===== src/rtl/mvda_pkg.sv =====
// shared types and constants of the muon veto dead-time accumulator
// no dependencies
`default_nettype none

package mvda_pkg;

  // number of antineutrino detectors tracked
  localparam int NUM_ADS = 4;
  // detectors shown on the result item
  localparam int ADS_OUT = 4;
  // highest AD id plus one that the detector code can name
  localparam int AD_ID_LIMIT = (NUM_ADS < 4) ? NUM_ADS : 4;

  localparam int DET_W      = 3;
  localparam int STRENGTH_W = 20;
  localparam int TIME_W     = 48;
  localparam int ACC_W      = 64;
  localparam int PRE_W      = 24;
  localparam int CUT_W      = 20;
  localparam int POST_W     = 30;
  localparam int END_W      = TIME_W + 1;
  localparam int DELTA_W    = TIME_W + 2;
  localparam int ADD_W      = POST_W + 1;

  // configuration port
  localparam int CFG_IDX_W  = 3;
  localparam int CFG_DATA_W = 30;

  localparam logic [CFG_IDX_W-1:0] CFG_PRE_VETO    = 3'd0;
  localparam logic [CFG_IDX_W-1:0] CFG_POOL_CUT    = 3'd1;
  localparam logic [CFG_IDX_W-1:0] CFG_POOL_POST   = 3'd2;
  localparam logic [CFG_IDX_W-1:0] CFG_AD_CUT      = 3'd3;
  localparam logic [CFG_IDX_W-1:0] CFG_AD_POST     = 3'd4;
  localparam logic [CFG_IDX_W-1:0] CFG_SHOWER_CUT  = 3'd5;
  localparam logic [CFG_IDX_W-1:0] CFG_SHOWER_POST = 3'd6;

  // detector codes of the water pool
  localparam logic [DET_W-1:0] DET_INNER_POOL = 3'd4;
  localparam logic [DET_W-1:0] DET_OUTER_POOL = 3'd5;

  typedef enum logic [1:0] {
    KIND_NONE   = 2'd0,
    KIND_POOL   = 2'd1,
    KIND_AD     = 2'd2,
    KIND_SHOWER = 2'd3
  } kind_e;

  typedef struct packed {
    logic [PRE_W-1:0]  pre_veto;
    logic [CUT_W-1:0]  pool_cut;
    logic [POST_W-1:0] pool_post;
    logic [CUT_W-1:0]  ad_cut;
    logic [POST_W-1:0] ad_post;
    logic [CUT_W-1:0]  shower_cut;
    logic [POST_W-1:0] shower_post;
  } cfg_t;

  // per-detector update request from the classing stage
  typedef struct packed {
    logic              charge;
    kind_e             kind;
    logic [TIME_W-1:0] event_time;
  } lane_upd_t;

endpackage

`default_nettype wire


===== src/rtl/mvda_stream_if.sv =====
// valid/ready channels for muon items and result items
// depends on mvda_pkg
`default_nettype none

interface mvda_in_if import mvda_pkg::*; ();
  logic                  valid;
  logic                  ready;
  logic [DET_W-1:0]      detector_id;
  logic [STRENGTH_W-1:0] strength;
  logic [TIME_W-1:0]     event_time_ns;

  modport source (output valid, detector_id, strength, event_time_ns, input ready);
  modport sink   (input valid, detector_id, strength, event_time_ns, output ready);
endinterface

interface mvda_out_if import mvda_pkg::*; ();
  logic             valid;
  logic             ready;
  kind_e            muon_kind;
  logic [ACC_W-1:0] dead_ad1_ns;
  logic [ACC_W-1:0] dead_ad2_ns;
  logic [ACC_W-1:0] dead_ad3_ns;
  logic [ACC_W-1:0] dead_ad4_ns;

  modport source (output valid, muon_kind, dead_ad1_ns, dead_ad2_ns, dead_ad3_ns,
                  dead_ad4_ns, input ready);
  modport sink   (input valid, muon_kind, dead_ad1_ns, dead_ad2_ns, dead_ad3_ns,
                  dead_ad4_ns, output ready);
endinterface

`default_nettype wire


===== src/rtl/mvda_cfg_regs.sv =====
// configuration register file: cuts and veto lengths
// depends on mvda_pkg
`default_nettype none

module mvda_cfg_regs import mvda_pkg::*; (
  input  wire logic                  clk_i,
  input  wire logic                  rst_ni,
  input  wire logic                  cfg_we_i,
  input  wire logic [CFG_IDX_W-1:0]  cfg_idx_i,
  input  wire logic [CFG_DATA_W-1:0] cfg_data_i,
  output cfg_t                       cfg_o
);

  cfg_t cfg_q;

  // register writes, unknown indexes dropped
  always_ff @(posedge clk_i or negedge rst_ni) begin
    if (!rst_ni) begin
      cfg_q.pre_veto    <= PRE_W'(2000);
      cfg_q.pool_cut    <= CUT_W'(12);
      cfg_q.pool_post   <= POST_W'(600000);
      cfg_q.ad_cut      <= CUT_W'(3000);
      cfg_q.ad_post     <= POST_W'(1400000);
      cfg_q.shower_cut  <= CUT_W'(300000);
      cfg_q.shower_post <= POST_W'(400000000);
    end else if (cfg_we_i) begin
      unique case (cfg_idx_i)
        CFG_PRE_VETO:    cfg_q.pre_veto    <= cfg_data_i[PRE_W-1:0];
        CFG_POOL_CUT:    cfg_q.pool_cut    <= cfg_data_i[CUT_W-1:0];
        CFG_POOL_POST:   cfg_q.pool_post   <= cfg_data_i[POST_W-1:0];
        CFG_AD_CUT:      cfg_q.ad_cut      <= cfg_data_i[CUT_W-1:0];
        CFG_AD_POST:     cfg_q.ad_post     <= cfg_data_i[POST_W-1:0];
        CFG_SHOWER_CUT:  cfg_q.shower_cut  <= cfg_data_i[CUT_W-1:0];
        CFG_SHOWER_POST: cfg_q.shower_post <= cfg_data_i[POST_W-1:0];
        default: ;
      endcase
    end
  end

  assign cfg_o = cfg_q;

endmodule

`default_nettype wire


===== src/rtl/mvda_lane.sv =====
// one detector lane: last AD and shower times, veto end, dead-time accumulator
// depends on mvda_pkg
`default_nettype none

module mvda_lane import mvda_pkg::*; (
  input  wire logic              clk_i,
  input  wire logic              rst_ni,
  input  cfg_t                   cfg_i,
  input  lane_upd_t              upd_i,
  input  wire logic [TIME_W-1:0] last_pool_i,
  output logic [ACC_W-1:0]       acc_o
);

  logic [TIME_W-1:0] last_ad_q, last_shower_q;
  logic [ACC_W-1:0]  acc_q, acc_d;

  logic [END_W-1:0]         pool_end, ad_end, shower_end, veto_end;
  logic [POST_W-1:0]        post;
  logic signed [DELTA_W-1:0] delta, pre_ext, post_ext, delta_post;
  logic [ADD_W-1:0]         add;

  // end of the running veto window
  always_comb begin
    pool_end   = {1'b0, last_pool_i}   + END_W'(cfg_i.pool_post);
    ad_end     = {1'b0, last_ad_q}     + END_W'(cfg_i.ad_post);
    shower_end = {1'b0, last_shower_q} + END_W'(cfg_i.shower_post);
    veto_end   = (pool_end > ad_end) ? pool_end : ad_end;
    if (shower_end > veto_end) veto_end = shower_end;
  end

  // post-veto of the current class
  always_comb begin
    unique case (upd_i.kind)
      KIND_POOL:   post = cfg_i.pool_post;
      KIND_SHOWER: post = cfg_i.shower_post;
      KIND_AD:     post = cfg_i.ad_post;
      default:     post = cfg_i.ad_post;
    endcase
  end

  // new dead time not covered by the running window
  always_comb begin
    delta      = $signed({2'b00, upd_i.event_time}) - $signed({1'b0, veto_end});
    pre_ext    = $signed(DELTA_W'(cfg_i.pre_veto));
    post_ext   = $signed(DELTA_W'(post));
    delta_post = delta + post_ext;
    priority if (delta >= pre_ext) begin
      add = ADD_W'(cfg_i.pre_veto) + ADD_W'(post);
    end else if (delta >= -post_ext) begin
      add = delta_post[ADD_W-1:0];
    end else begin
      add = '0;
    end
    acc_d = acc_q + ACC_W'(add);
  end

  // lane state
  always_ff @(posedge clk_i or negedge rst_ni) begin
    if (!rst_ni) begin
      last_ad_q     <= '0;
      last_shower_q <= '0;
      acc_q         <= '0;
    end else if (upd_i.charge) begin
      acc_q <= acc_d;
      if (upd_i.kind == KIND_AD)     last_ad_q     <= upd_i.event_time;
      if (upd_i.kind == KIND_SHOWER) last_shower_q <= upd_i.event_time;
    end
  end

  assign acc_o = acc_q;

endmodule

`default_nettype wire


===== src/rtl/muon_veto_deadtime_accumulator.sv =====
// Muon veto dead-time accumulator, top level.
// Path: input register, then lane/result registers; classing, veto end, delta
// and accumulate for every AD lane sit between them. Throughput: one item per
// cycle while the result channel is not stalled.
// Reset: clears all last-time registers and accumulators, loads default cuts
// and veto lengths; no clearing pass, ready right after reset.
`default_nettype none

module muon_veto_deadtime_accumulator import mvda_pkg::*; (
  input  wire logic                  clk_i,
  input  wire logic                  rst_ni,
  input  wire logic                  cfg_we_i,
  input  wire logic [CFG_IDX_W-1:0]  cfg_idx_i,
  input  wire logic [CFG_DATA_W-1:0] cfg_data_i,
  mvda_in_if.sink                    in_i,
  mvda_out_if.source                 out_o
);

  cfg_t cfg;

  mvda_cfg_regs u_cfg (
    .clk_i      (clk_i),
    .rst_ni     (rst_ni),
    .cfg_we_i   (cfg_we_i),
    .cfg_idx_i  (cfg_idx_i),
    .cfg_data_i (cfg_data_i),
    .cfg_o      (cfg)
  );

  // input register
  logic                  in_valid_q;
  logic [DET_W-1:0]      det_q;
  logic [STRENGTH_W-1:0] strength_q;
  logic [TIME_W-1:0]     time_q;
  logic                  out_valid_q;
  kind_e                 kind_q;
  logic                  fire;

  assign fire       = in_valid_q && (!out_valid_q || out_o.ready);
  assign in_i.ready = !in_valid_q || fire;

  always_ff @(posedge clk_i or negedge rst_ni) begin
    if (!rst_ni) begin
      in_valid_q <= 1'b0;
    end else if (in_i.ready) begin
      in_valid_q <= in_i.valid;
    end
  end

  always_ff @(posedge clk_i) begin
    if (in_i.valid && in_i.ready) begin
      det_q      <= in_i.detector_id;
      strength_q <= in_i.strength;
      time_q     <= in_i.event_time_ns;
    end
  end

  // muon classing
  logic  is_pool_det, is_ad_det;
  kind_e kind;

  always_comb begin
    is_pool_det = (det_q == DET_INNER_POOL) || (det_q == DET_OUTER_POOL);
    is_ad_det   = det_q < DET_W'(AD_ID_LIMIT);
    priority if (is_pool_det && strength_q > cfg.pool_cut) begin
      kind = KIND_POOL;
    end else if (is_ad_det && strength_q > cfg.shower_cut) begin
      kind = KIND_SHOWER;
    end else if (is_ad_det && strength_q > cfg.ad_cut) begin
      kind = KIND_AD;
    end else begin
      kind = KIND_NONE;
    end
  end

  // shared pool time
  logic [TIME_W-1:0] last_pool_q;

  always_ff @(posedge clk_i or negedge rst_ni) begin
    if (!rst_ni) begin
      last_pool_q <= '0;
    end else if (fire && kind == KIND_POOL) begin
      last_pool_q <= time_q;
    end
  end

  // detector lanes
  lane_upd_t        upd [NUM_ADS];
  logic [ACC_W-1:0] acc [NUM_ADS];

  for (genvar i = 0; i < NUM_ADS; i++) begin : g_lane
    always_comb begin
      upd[i].kind       = kind;
      upd[i].event_time = time_q;
      upd[i].charge     = fire && ((kind == KIND_POOL) ||
                          ((kind == KIND_AD || kind == KIND_SHOWER) &&
                           det_q == DET_W'(i)));
    end

    mvda_lane u_lane (
      .clk_i       (clk_i),
      .rst_ni      (rst_ni),
      .cfg_i       (cfg),
      .upd_i       (upd[i]),
      .last_pool_i (last_pool_q),
      .acc_o       (acc[i])
    );
  end

  // result register; accumulators change only when the next result loads
  always_ff @(posedge clk_i or negedge rst_ni) begin
    if (!rst_ni) begin
      out_valid_q <= 1'b0;
      kind_q      <= KIND_NONE;
    end else if (fire) begin
      out_valid_q <= 1'b1;
      kind_q      <= kind;
    end else if (out_o.ready) begin
      out_valid_q <= 1'b0;
    end
  end

  logic [ACC_W-1:0] dead_out [ADS_OUT];

  for (genvar i = 0; i < ADS_OUT; i++) begin : g_out
    if (i < NUM_ADS) begin : g_used
      assign dead_out[i] = acc[i];
    end else begin : g_unused
      assign dead_out[i] = '0;
    end
  end

  assign out_o.valid       = out_valid_q;
  assign out_o.muon_kind   = kind_q;
  assign out_o.dead_ad1_ns = dead_out[0];
  assign out_o.dead_ad2_ns = dead_out[1];
  assign out_o.dead_ad3_ns = dead_out[2];
  assign out_o.dead_ad4_ns = dead_out[3];

endmodule

`default_nettype wire


===== src/flat_wrapper.sv =====
// flat-port wrapper written by rule: the top's interface ports become plain ports
module muon_veto_deadtime_accumulator_flat import mvda_pkg::*;
  (clk_i, rst_ni, cfg_we_i, cfg_idx_i, cfg_data_i, in_i_valid, in_i_detector_id, in_i_strength, in_i_event_time_ns, in_i_ready, out_o_valid, out_o_muon_kind, out_o_dead_ad1_ns, out_o_dead_ad2_ns, out_o_dead_ad3_ns, out_o_dead_ad4_ns, out_o_ready);
  mvda_in_if in_i_i ();
  mvda_out_if out_o_i ();
  input  wire logic clk_i;
  input  wire logic rst_ni;
  input  wire logic cfg_we_i;
  input  wire logic [CFG_IDX_W-1:0] cfg_idx_i;
  input  wire logic [CFG_DATA_W-1:0] cfg_data_i;
  input wire logic [$bits(in_i_i.valid)-1:0] in_i_valid;
  input wire logic [$bits(in_i_i.detector_id)-1:0] in_i_detector_id;
  input wire logic [$bits(in_i_i.strength)-1:0] in_i_strength;
  input wire logic [$bits(in_i_i.event_time_ns)-1:0] in_i_event_time_ns;
  output wire logic [$bits(in_i_i.ready)-1:0] in_i_ready;
  output wire logic [$bits(out_o_i.valid)-1:0] out_o_valid;
  output wire logic [$bits(out_o_i.muon_kind)-1:0] out_o_muon_kind;
  output wire logic [$bits(out_o_i.dead_ad1_ns)-1:0] out_o_dead_ad1_ns;
  output wire logic [$bits(out_o_i.dead_ad2_ns)-1:0] out_o_dead_ad2_ns;
  output wire logic [$bits(out_o_i.dead_ad3_ns)-1:0] out_o_dead_ad3_ns;
  output wire logic [$bits(out_o_i.dead_ad4_ns)-1:0] out_o_dead_ad4_ns;
  input wire logic [$bits(out_o_i.ready)-1:0] out_o_ready;
  assign in_i_i.valid = in_i_valid;
  assign in_i_i.detector_id = in_i_detector_id;
  assign in_i_i.strength = in_i_strength;
  assign in_i_i.event_time_ns = in_i_event_time_ns;
  assign in_i_ready = in_i_i.ready;
  assign out_o_valid = out_o_i.valid;
  assign out_o_muon_kind = out_o_i.muon_kind;
  assign out_o_dead_ad1_ns = out_o_i.dead_ad1_ns;
  assign out_o_dead_ad2_ns = out_o_i.dead_ad2_ns;
  assign out_o_dead_ad3_ns = out_o_i.dead_ad3_ns;
  assign out_o_dead_ad4_ns = out_o_i.dead_ad4_ns;
  assign out_o_i.ready = out_o_ready;
  muon_veto_deadtime_accumulator u_core (.clk_i(clk_i), .rst_ni(rst_ni), .cfg_we_i(cfg_we_i), .cfg_idx_i(cfg_idx_i), .cfg_data_i(cfg_data_i), .in_i(in_i_i), .out_o(out_o_i));
endmodule

===== config.mk =====
export PLATFORM = sky130hd
export DESIGN_NAME = muon_veto_deadtime_accumulator_flat
export DESIGN_NICKNAME = d
export VERILOG_FILES = /design/src/rtl/mvda_pkg.sv /design/src/rtl/mvda_stream_if.sv /design/src/rtl/mvda_cfg_regs.sv /design/src/rtl/mvda_lane.sv /design/src/rtl/muon_veto_deadtime_accumulator.sv /design/src/flat_wrapper.sv
export SDC_FILE = /design/constraint.sdc
export NUM_CORES = 2
export LEC_CHECK = 0
export CAP_MARGIN = 10
export CORE_ASPECT_RATIO = 1.4
export CORE_MARGIN = 5
export CORE_UTILIZATION = 45
export CTS_CLUSTER_SIZE = 10
export DETAILED_ROUTE_END_ITERATION = 8
export DONT_BUFFER_PORTS = 1
export SLEW_MARGIN = 10
export SYNTH_ARGS = -nofsm -noshare
export SYNTH_HDL_FRONTEND = slang
export SYNTH_SLANG_ARGS = --single-unit

===== constraint.sdc =====
create_clock -name clk_i -period 18.3 [get_ports clk_i]
set_input_delay 2.745 -clock clk_i [delete_from_list [all_inputs] [get_ports clk_i]]
set_output_delay 2.745 -clock clk_i [all_outputs]
set_load 0.02 [all_outputs]

==> impl_metrics.env <==
export IMPL_run_status="finished, final reports clean"
export IMPL_first_pass_grt_wire_length_um=636000
export IMPL_maxClockFrequency_ghz=0.0559
export IMPL_synth_cells=11100
export IMPL_hold_viol_final=0
export IMPL_layout_nets=15400
export IMPL_clock_tree_buffer_depth=3
export IMPL_port_buffers=0
export IMPL_hold_path_startpoint="u_core.g_lane[0].u_lane.last_ad_q[0]$_DFFE_PN0P_"
export IMPL_clk_latency_ns=0.82
export IMPL_layout_commonest_cell="buf_4"
export IMPL_final_setup_skew_ns=0.0331
export IMPL_critPathBufInv=39
export IMPL_postSynth_topFlopCell="dfrtp_1"
export IMPL_hpwl_um=367000
export IMPL_worstHoldPathType="flop to flop"
export IMPL_synth_yosys_seq_area_share_pct=24.4
export IMPL_clkSlewWorstSetupHoldPaths_ns=0.06
export IMPL_cpMaxStageDelayCell="a2111oi_4"
export IMPL_core_area_sq_um=216000
export IMPL_grt_most_used_layer="met2"
export IMPL_groute_layer_met2_usage_pct=62.4
export IMPL_cts_hold_buf=0
export IMPL_share_of_cells_above_drive_strength_1_pct=30.7
export IMPL_timing_critical_path_to_type="flop"
export IMPL_tritoncts="yes"
export IMPL_synth_distinct_cells=92
export IMPL_track_usage_pct=37.4
export IMPL_fin_crit_ns=17.89
export IMPL_final_setup_worst_slack_ns=0.411
export IMPL_cts_htree_levels=3
export IMPL_global_route_overflow_total=0
export IMPL_final_antenna_net_count=0
export IMPL_grt_use_met3_pct=5.86
export IMPL_drc=0
export IMPL_post_drt_wl_per_cell_um=26.6
export IMPL_fp_dieArea_sq_um=227000
export IMPL_max_slew_margin_rel_pct=18.4
export IMPL_cp_startpoint="u_core.last_pool_q[1]$_DFFE_PN0P_"
export IMPL_reg2reg_from="u_core.last_pool_q[1]$_DFFE_PN0P_"
export IMPL_maxSlewViolCount=0
export IMPL_avgViaCountPerCell=5.94
export IMPL_rows=202
export IMPL_ctsRootBufferMaster="clkbuf_16"
export IMPL_arrival_ns=18.53
export IMPL_clock_sinks=937
export IMPL_detailroute_via_count=99600
export IMPL_initial_antenna_violation_count=33
export IMPL_worst_hold_path_endpoint="u_core.g_lane[0].u_lane.last_ad_q[0]$_DFFE_PN0P_"
export IMPL_layout_area_overhead_vs_synth_pct=32.1
export IMPL_die_height_um=562
export IMPL_crit_top_cell="buf_4"
export IMPL_synth_warnings=0
export IMPL_io_pins=369
export IMPL_drt_total_wl_um=445000
export IMPL_die_width_um=404
export IMPL_hold_path_depth=2
export IMPL_start_util_pct=45.2
export IMPL_grt_max_degree=123
export IMPL_ff2ff_setup_slack_ns=0.41
export IMPL_rr_endpoint="u_core.g_lane[1].u_lane.acc_o[23]$_DFFE_PN0P_"
export IMPL_grt_util_met1_pct=42.6
export IMPL_syn_num_nets=12700
export IMPL_finalWeightedCongestion=1.08
export IMPL_post_route_period_util_pct=97.8
export IMPL_hold_slack_ns=0.496
export IMPL_finish_utilization_pct=59.7
export IMPL_post_synth_edffs=71
export IMPL_timing_worst_setup_path_type="flop to flop"
export IMPL_syn_mean_instance_area_sq_um=8.82
export IMPL_vias_in_the_first_global_route=100000
export IMPL_maxCapViolations=0
export IMPL_critical_path_peak_fanout=8
export IMPL_r2r_worst_path_cells=105
export IMPL_share_of_flip_flops_with_an_asynchronous_set_or_reset_after_synthesis_pct=92.4
export IMPL_cp_top_family="compound AO/OA/AOI/OAI gates"
export IMPL_setup_viol_count_final=0
export IMPL_drt_pass1_iterations=5
export IMPL_worst_slew_pin_slew_ns=1.22
export IMPL_synth_ff_latch_count=937
export IMPL_crit_path_max_incr_delay_ns=0.44
export IMPL_drt_initial_drc_count=7481
export IMPL_synth_area_sq_um=97800
export IMPL_most_frequent_cells_in_the_layout="buf_4 (2769), ha_1 (1442), nand2_1 (840)"
export IMPL_cp_required_ns=18.95
export IMPL_place_worst_setup_slack_ns=-3.32
export IMPL_start_kind="flop"
export IMPL_number_of_buffers_added_by_the_clock_tree_synthesis_step=113
==> state kept, by name, indices dropped and copies added, names as in the netlist <==
| name | flops |
|---|---|
| u_core.g_lane.u_lane.last_shower_q | 192 |
| u_core.out_o.valid | 1 |
| u_core.g_lane.u_lane.last_ad_q | 192 |
| u_core.time_q | 48 |
| u_core.g_lane.u_lane.acc_o | 256 |
| u_core.last_pool_q | 48 |
| u_core.out_o.muon_kind | 2 |
| u_core.u_cfg.cfg_o | 174 |
| u_core.in_valid_q | 1 |
| u_core.strength_q | 20 |
| u_core.det_q | 3 |
==> through the flow <==
stage          setup TNS (ns)  std cells  area, sq um
6_report                    0      16800       129000
3_3_place_gp          -333.17      16400       121000
5_1_grt                 -8.38      16700       129000
4_1_cts                     0      16700       126000
2_1_floorplan               0      11100        97800
3_5_place_dp          -376.37      16400       121000
==> cells by family after synthesis <==
family | after synthesis | synth area share (%)
AOI/OAI and AO/OA | 2929 | 19.2
xor gates and xnor gates | 931 | 8.33
adders and majority gates | 1493 | 19.3
buffers and inverters | 834 | 3.31
DFF | 937 | 24.4
muxes | 887 | 9.85
and+or+nand+nor | 3075 | 15.6
==> layout make-up <==
class | count | area, sq um
repair buffers | 2854 | 22200
flip-flops and latches | 937 | 23900
fillers | 19100 | 87100
inverters | 577 | 2170
clock buffers | 174 | 3210
clock inverters | 22 | 297
well taps | 2856 | 3570
multi-input cells | 9315 | 73900
diodes | 23 | 57.6
==> tightest hold or removal path, cell delays in order (launching register included) <==
cell	delay, ns
dfrtp_1	0.35
nand2_1	0.05
o21ai_0	0.06
==> Yosys cell counts, drive strengths merged, types with 148 or more instances <==
master  number  area [sq um]
xor2       385          3370
mux2       604          6800
nor2       630          2360
o21ai      624          3130
a21o       538          4040
nor3       205          1040
a21oi      822          4110
nand2      849          3190
clkbuf     178           668
xnor2      546          4780
nand3      285          1430
and3       148           926
mux2i      283          2830
inv        577          2170
dfrtp      814         20400
nor2b      156           976
nand4      221          1380
nand2b     177          1110
ha        1469         18400
==> how the worst max path moves through the flow <==
stage	endpoint	slack [ns]	cells past startpoint
2_1_floorplan	u_core.g_lane[3].u_lane.acc_o[34]$_DFFE_PN0P_	1.54	88
3_3_place_gp	u_core.g_lane[0].u_lane.acc_o[49]$_DFFE_PN0P_	-3.35	92
5_1_grt	u_core.g_lane[1].u_lane.acc_o[23]$_DFFE_PN0P_	-0.19	105
4_1_cts	u_core.g_lane[2].u_lane.acc_o[58]$_DFFE_PN0P_	0.01	103
6_report	u_core.g_lane[1].u_lane.acc_o[23]$_DFFE_PN0P_	0.41	105
3_5_place_dp	u_core.g_lane[0].u_lane.acc_o[55]$_DFFE_PN0P_	-3.32	87
==> per-layer routing <==
| metal | up-vias | share of wire (%) |
|---|---|---|
| met5 | - | 0.019 |
| met4 | 12 | 10 |
| met3 | 1161 | 6.5 |
| met2 | 3768 | 46 |
| met1 | 48400 | 38 |
| li1 | 46200 | - |
==> timing repair <==
item,CTS,global route
gates resized for setup,250,488
pin swaps,65,260
endpoints found under the setup margin,222,210
setup buffers,42,81
gates cloned,2,6
Power is not shown: default switching activity piles up to over one toggle a cycle in this logic, so the estimate is an artifact.
